--- src/rtl/core/lfd_pkg.sv ---
`default_nettype none
// ----------------------------------------------------------------------------
// LLF face dissipation package
// Shared constants, pipeline step state types and the divide and square root
// step functions.
// ----------------------------------------------------------------------------
package lfd_pkg;

  localparam int STEPS_PER_STAGE = 2;
  localparam int DIV_STEPS       = 64;
  localparam int DIV_STAGES      = DIV_STEPS / STEPS_PER_STAGE;
  localparam int SQRT_STEPS      = 32;
  localparam int SQRT_STAGES     = SQRT_STEPS / STEPS_PER_STAGE;
  localparam int MID_STAGES      = DIV_STAGES + SQRT_STAGES;
  localparam int LATENCY         = MID_STAGES + 6;

  localparam int ADDR_W  = 3;
  localparam int GAMMA_W = 18;
  localparam logic [GAMMA_W-1:0] GAMMA_RESET   = 18'd91750;
  localparam logic [0:0]         REG_GAMMA_IDX = 1'b0;

  typedef struct packed {
    logic [30:0] rem;
    logic [63:0] nq;
  } div_st_t;

  typedef struct packed {
    logic [31:0] root;
    logic [33:0] rem;
  } sqrt_st_t;

  function automatic logic [31:0] div_step(input logic [30:0] rem, input logic nbit,
                                           input logic [30:0] den);
    logic [31:0] trial;
    logic [31:0] diffv;
    trial = {rem, nbit};
    diffv = trial - {1'b0, den};
    if (trial >= {1'b0, den}) begin
      div_step = {1'b1, diffv[30:0]};
    end else begin
      div_step = {1'b0, trial[30:0]};
    end
  endfunction

  function automatic sqrt_st_t sqrt_step(input sqrt_st_t st, input logic [1:0] pair);
    sqrt_st_t    res;
    logic [35:0] acc;
    logic [35:0] trial;
    logic [35:0] diffv;
    acc   = {st.rem, pair};
    trial = {2'b00, st.root, 2'b01};
    diffv = acc - trial;
    if (acc >= trial) begin
      res.rem  = diffv[33:0];
      res.root = {st.root[30:0], 1'b1};
    end else begin
      res.rem  = acc[33:0];
      res.root = {st.root[30:0], 1'b0};
    end
    sqrt_step = res;
  endfunction

endpackage
`default_nettype wire

--- src/rtl/core/lfd_sqrt_pipe.sv ---
`default_nettype none
// ----------------------------------------------------------------------------
// LLF pipelined square root
// Digit-by-digit integer square root of a 64-bit radicand, two root bits
// per stage.
// ----------------------------------------------------------------------------
module lfd_sqrt_pipe (
  input  logic        clk,
  input  logic [63:0] radicand,
  output logic [31:0] root
);
  import lfd_pkg::*;

  sqrt_st_t    st_r  [SQRT_STAGES];
  logic [63:0] rad_r [SQRT_STAGES];

  for (genvar g = 0; g < SQRT_STAGES; g++) begin : g_stage
    sqrt_st_t    st_in;
    sqrt_st_t    st_nxt;
    logic [63:0] rad_in;
    logic [63:0] rad_nxt;

    if (g == 0) begin : g_first
      assign st_in  = '{root: 32'h0, rem: 34'h0};
      assign rad_in = radicand;
    end else begin : g_next
      assign st_in  = st_r[g-1];
      assign rad_in = rad_r[g-1];
    end

    always_comb begin
      st_nxt  = st_in;
      rad_nxt = rad_in;
      for (int k = 0; k < STEPS_PER_STAGE; k++) begin
        st_nxt  = sqrt_step(st_nxt, rad_nxt[63:62]);
        rad_nxt = {rad_nxt[61:0], 2'b00};
      end
    end

    always_ff @(posedge clk) begin
      st_r[g]  <= st_nxt;
      rad_r[g] <= rad_nxt;
    end
  end

  assign root = st_r[SQRT_STAGES-1].root;
endmodule
`default_nettype wire

--- config.mk ---
export PLATFORM = sky130hd
export DESIGN_NAME = lfd_sqrt_pipe
export DESIGN_NICKNAME = d
export VERILOG_FILES = /design/src/rtl/core/lfd_pkg.sv /design/src/rtl/core/lfd_sqrt_pipe.sv
export SDC_FILE = /design/constraint.sdc
export NUM_CORES = 2
export LEC_CHECK = 0
export BUFFER_PORTS_ARGS = -buffer_cell sky130_fd_sc_hd__buf_2
export CORE_AREA = 2 2 357 359
export DETAILED_ROUTE_END_ITERATION = 6
export DIE_AREA = 0 0 359 361
export PLACE_DENSITY = 0.69
export SYNTH_ARGS = -nofsm -noshare
export SYNTH_HDL_FRONTEND = slang
export SYNTH_SLANG_ARGS = --single-unit
--- constraint.sdc ---
create_clock -name clk -period 5.8 [get_ports clk]
set_clock_uncertainty 0.15 [all_clocks]
set_input_delay 0.58 -clock clk [delete_from_list [all_inputs] [get_ports clk]]
set_output_delay 0.58 -clock clk [all_outputs]
set_load 0.1 [all_outputs]
==> flow_summary_export.csv <==
group,metric,value,unit
logic_synthesis,synth_fa_ha_area_share,10.2,%
clock_tree,numCtsBuffers,133,
logic_synthesis,synthArstFlopShare,0,%
drt,route.top_layer_used,"met4",
sta,fin_ws,0.114,ns
sta,timing_hold_violations_final,0,
power,p_switching,11400,uW
sta,finalMaxSlewViolations,0,
logic_synthesis,yosysSeqAreaShare,36.2,%
sta,max_freq,176,MHz
logic_synthesis,synth_ff_type,"dfxtp_1",
cells_and_area,final_common_cell,"dfxtp_1",
placement,hpwl,157000,um
outcome,violations,"DRC",
power,clkPwrFrac,28.2,%
power,peakVddDrop,0.320,mV
drt,via_per_inst,5.81,
clock_tree,cts-root-buf,"clkbuf_16",
critical_path,required,6.31,ns
logic_synthesis,muxShareOfSynthArea,1.61,%
logic_synthesis,synth_area,68600,um2
die,die_area,130000,um2
drt,drc,1,
critical_path,crit_fanout,7,
global_route,overflow,0,
placement,pre_cts_slack,-0.166,ns
power,powerDensity,388,nW/um2
logic_synthesis,synth-simple-area-share,18.9,%
cells_and_area,fin_area,80200,um2
critical_path,arrival,6.19,ns
clock_tree,cts_tree,"done",
cells_and_area,area_growth,17.0,%
drt,routedWlPerCell,19.1,um
global_route,grt_max_degree,35,
logic_synthesis,synth_xor_xnor_area_share,10.0,%
drt,dr_wl_met3,10100,um
power,leakage,0.0370,uW
die,core,125000,um2
placement,routabilityCongestion,0.978,
sta,timing.slew.headroom,36.3,%
sta,layout_min_cycle_time,5.69,ns
sta,tns,0,ns
drt,vias,60200,
sta,timing.final.crit_share,98.0,%
cells_and_area,register_area,24800,um2
die,rows,130,
drt,routed_wl,198000,um
clock_tree,cts_buffer_depth,3,
sta,setup_viol,0,
power,pwr-share-seq,36.7,%
sta,worst_pin_slew,0.947,ns
die,initial_utilization,54.7,%
outcome,outcome,"finished, violations left",
die,die_y,361,um
clock_tree,cts_htree_levels,4,
global_route,antenna_found_initial,6,
logic_synthesis,synth_top_family_by_area,"compound AO/OA/AOI/OAI gates",
logic_synthesis,ys_types,98,
placement,io_buffers,96,
cells_and_area,nNetsFinal,9226,
logic_synthesis,ys_ff_latch,1239,
logic_synthesis,synth_edf_count,0,
power,swShare,36.7,%
clock_tree,clkSinkCount,1239,
drt,drtIter0Drc,4435,
cells_and_area,fill_cells,10800,
logic_synthesis,syn_avg_cell_area,8.51,um2
drt,first_pass_iters,7,
clock_tree,clk_latency,0.79,ns
global_route,grt_pass1_vias,58100,
critical_path,regToRegSetupSlack,0.11,ns
critical_path,start_kind,"flop",
min_path,hp-class,"reg -> reg",
logic_synthesis,syn_inst,8055,
logic_synthesis,synth_compound_area_share,19.3,%
job,maxCapViolCount,0,
die,dieWidth,359,um
global_route,track_usage,29.4,%
critical_path,setup.worst_path.class,"reg -> reg",
drt,drt-met1-wl,83600,um
placement,place_area,73900,um2
cells_and_area,final_cell_mix,"1227 x dfxtp_1, 677 x nor2_1, 638 x nand2_1",
power,power,31100,uW
global_route,grt_pass1_wl,308000,um
cells_and_area,multi_input_area,41900,um2
logic_synthesis,synth_warnings,0,
power,power.internal,19700,uW
critical_path,endpoint_kind,"flop",
drt,wl_met2,96700,um
drt,drt.antenna.violating_nets,0,
power,power.share.combinational,35.1,%
die,io_pins,97,
cells_and_area,layout-drive-gt1-share,13.0,%
clock_tree,clk_pin_slew,0.07,ns
## power groups by stage
stage	combinational, uW	clock [uW]	sequential, uW
4_1_cts	10600	8950	11400
3_3_place_gp	10400	0	11600
2_1_floorplan	7730	0	10900
5_1_grt	12000	9300	11600
6_report	10900	8770	11400
3_5_place_dp	10500	0	11600
## registers in the layout (all words and copies together) (netlist names)
name	count
rad_r	480
st_r	759
## routing by layer
metal  vias up  track usage (%)
li1      29800                -
met1     28200             36.0
met2      1780             52.1
met3       389             3.88
met4         0             11.6
met5         -                0
## worst max-delay path: stages, from the launching register on
cell,delay [ns]
dfxtp_1,0.31
or4_4,0.54
or4_4,0.43
or3_4,0.34
or3_4,0.34
or2_4,0.35
buf_12,0.16
a21oi_4,0.21
ha_4,0.24
a21o_1,0.19
a21o_1,0.17
a21o_1,0.17
a21o_1,0.19
a211oi_2,0.25
a31oi_2,0.16
a31o_2,0.26
o211ai_1,0.25
nand2_1,0.13
or4b_4,0.54
nor2_1,0.13
xnor2_1,0.08
## worst paths after layout
kind | startpoint | to | cells after the start
setup / recovery | st_r[1][25] | st_r[1][97] | 20
hold / removal | rad_r[0][264] | rad_r[0][328] | 0
hold reg to reg | rad_r[0][264] | rad_r[0][328] | 0
setup reg to reg | st_r[1][25] | st_r[1][97] | 20
## stage by stage
stage | util [%] | instances | hold slack, ns
2_1_floorplan | - | 8057 | 0.160
3_3_place_gp | 59.0 | 10000 | 0.160
3_5_place_dp | 59.0 | 10000 | 0.162
4_1_cts | 63.3 | 10300 | 0.166
5_1_grt | 64.0 | 10400 | 0.173
6_report | 64.0 | 10400 | 0.161
## synth_stat cells (18+ instances only)
master	count	share of area [%]
dfxtp_1	1239	36
a311oi_1	20	0.26
mux2_2	83	1.4
nand2_1	640	3.5
inv_1	468	2.6
nor3b_1	27	0.30
and3_1	74	0.67
and2_1	60	0.55
nor4_1	107	0.98
nand4_1	140	1.3
buf_1	21	0.11
and4_1	28	0.36
o211ai_1	50	0.55
o21bai_1	90	0.99
a21o_1	257	2.8
xor2_1	295	3.8
xnor2_1	489	6.2
or4_1	44	0.48
a21oi_1	647	4.7
a21boi_0	19	0.21
clkbuf_1	196	1.1
nand4b_1	18	0.23
o31a_1	18	0.23
or2_2	43	0.39
o21ai_0	429	3.1
a2111oi_0	22	0.28
o311ai_0	18	0.23
a31oi_1	66	0.60
o31ai_1	64	0.70
ha_1	558	10
nor4b_1	25	0.32
o22ai_1	24	0.22
or3_1	66	0.60
nand2b_1	91	0.83
nor2_1	688	3.8
nor3_1	185	1.3
a211oi_1	60	0.66
nor2b_1	96	0.88
o21a_1	80	0.88
nand3_1	185	1.3
a211o_1	22	0.28
nand3b_1	24	0.26
## cell type report
type	count	area share, %
Timing Repair inverter	1	0.00936
Antenna cell	1	0.00312
Clock buffer	172	4.58
Tap cell	1650	2.57
Sequential cell	1239	30.9
Multi-Input combinational cell	6114	52.3
Inverter	477	2.25
Timing Repair Buffer	637	6.17
Clock inverter	68	1.21
## what timing repair did
action	in CTS	in global routing
resized for setup	24	169
hold buffers	65	0
endpoints found under the setup margin	68	291
cloned	0	3
hold endpoints to repair	66	0
setup buffers	1	22
pin swaps	8	40
## cells by family after synthesis
kind of cell,count (synthesis)
fa+ha+maj,558
simple gates,2594
mux,100
compound gates,2075
other cells,1
buf+inv,704
xor+xnor,784
flops,1239
(Power assumes the default switching activity.)
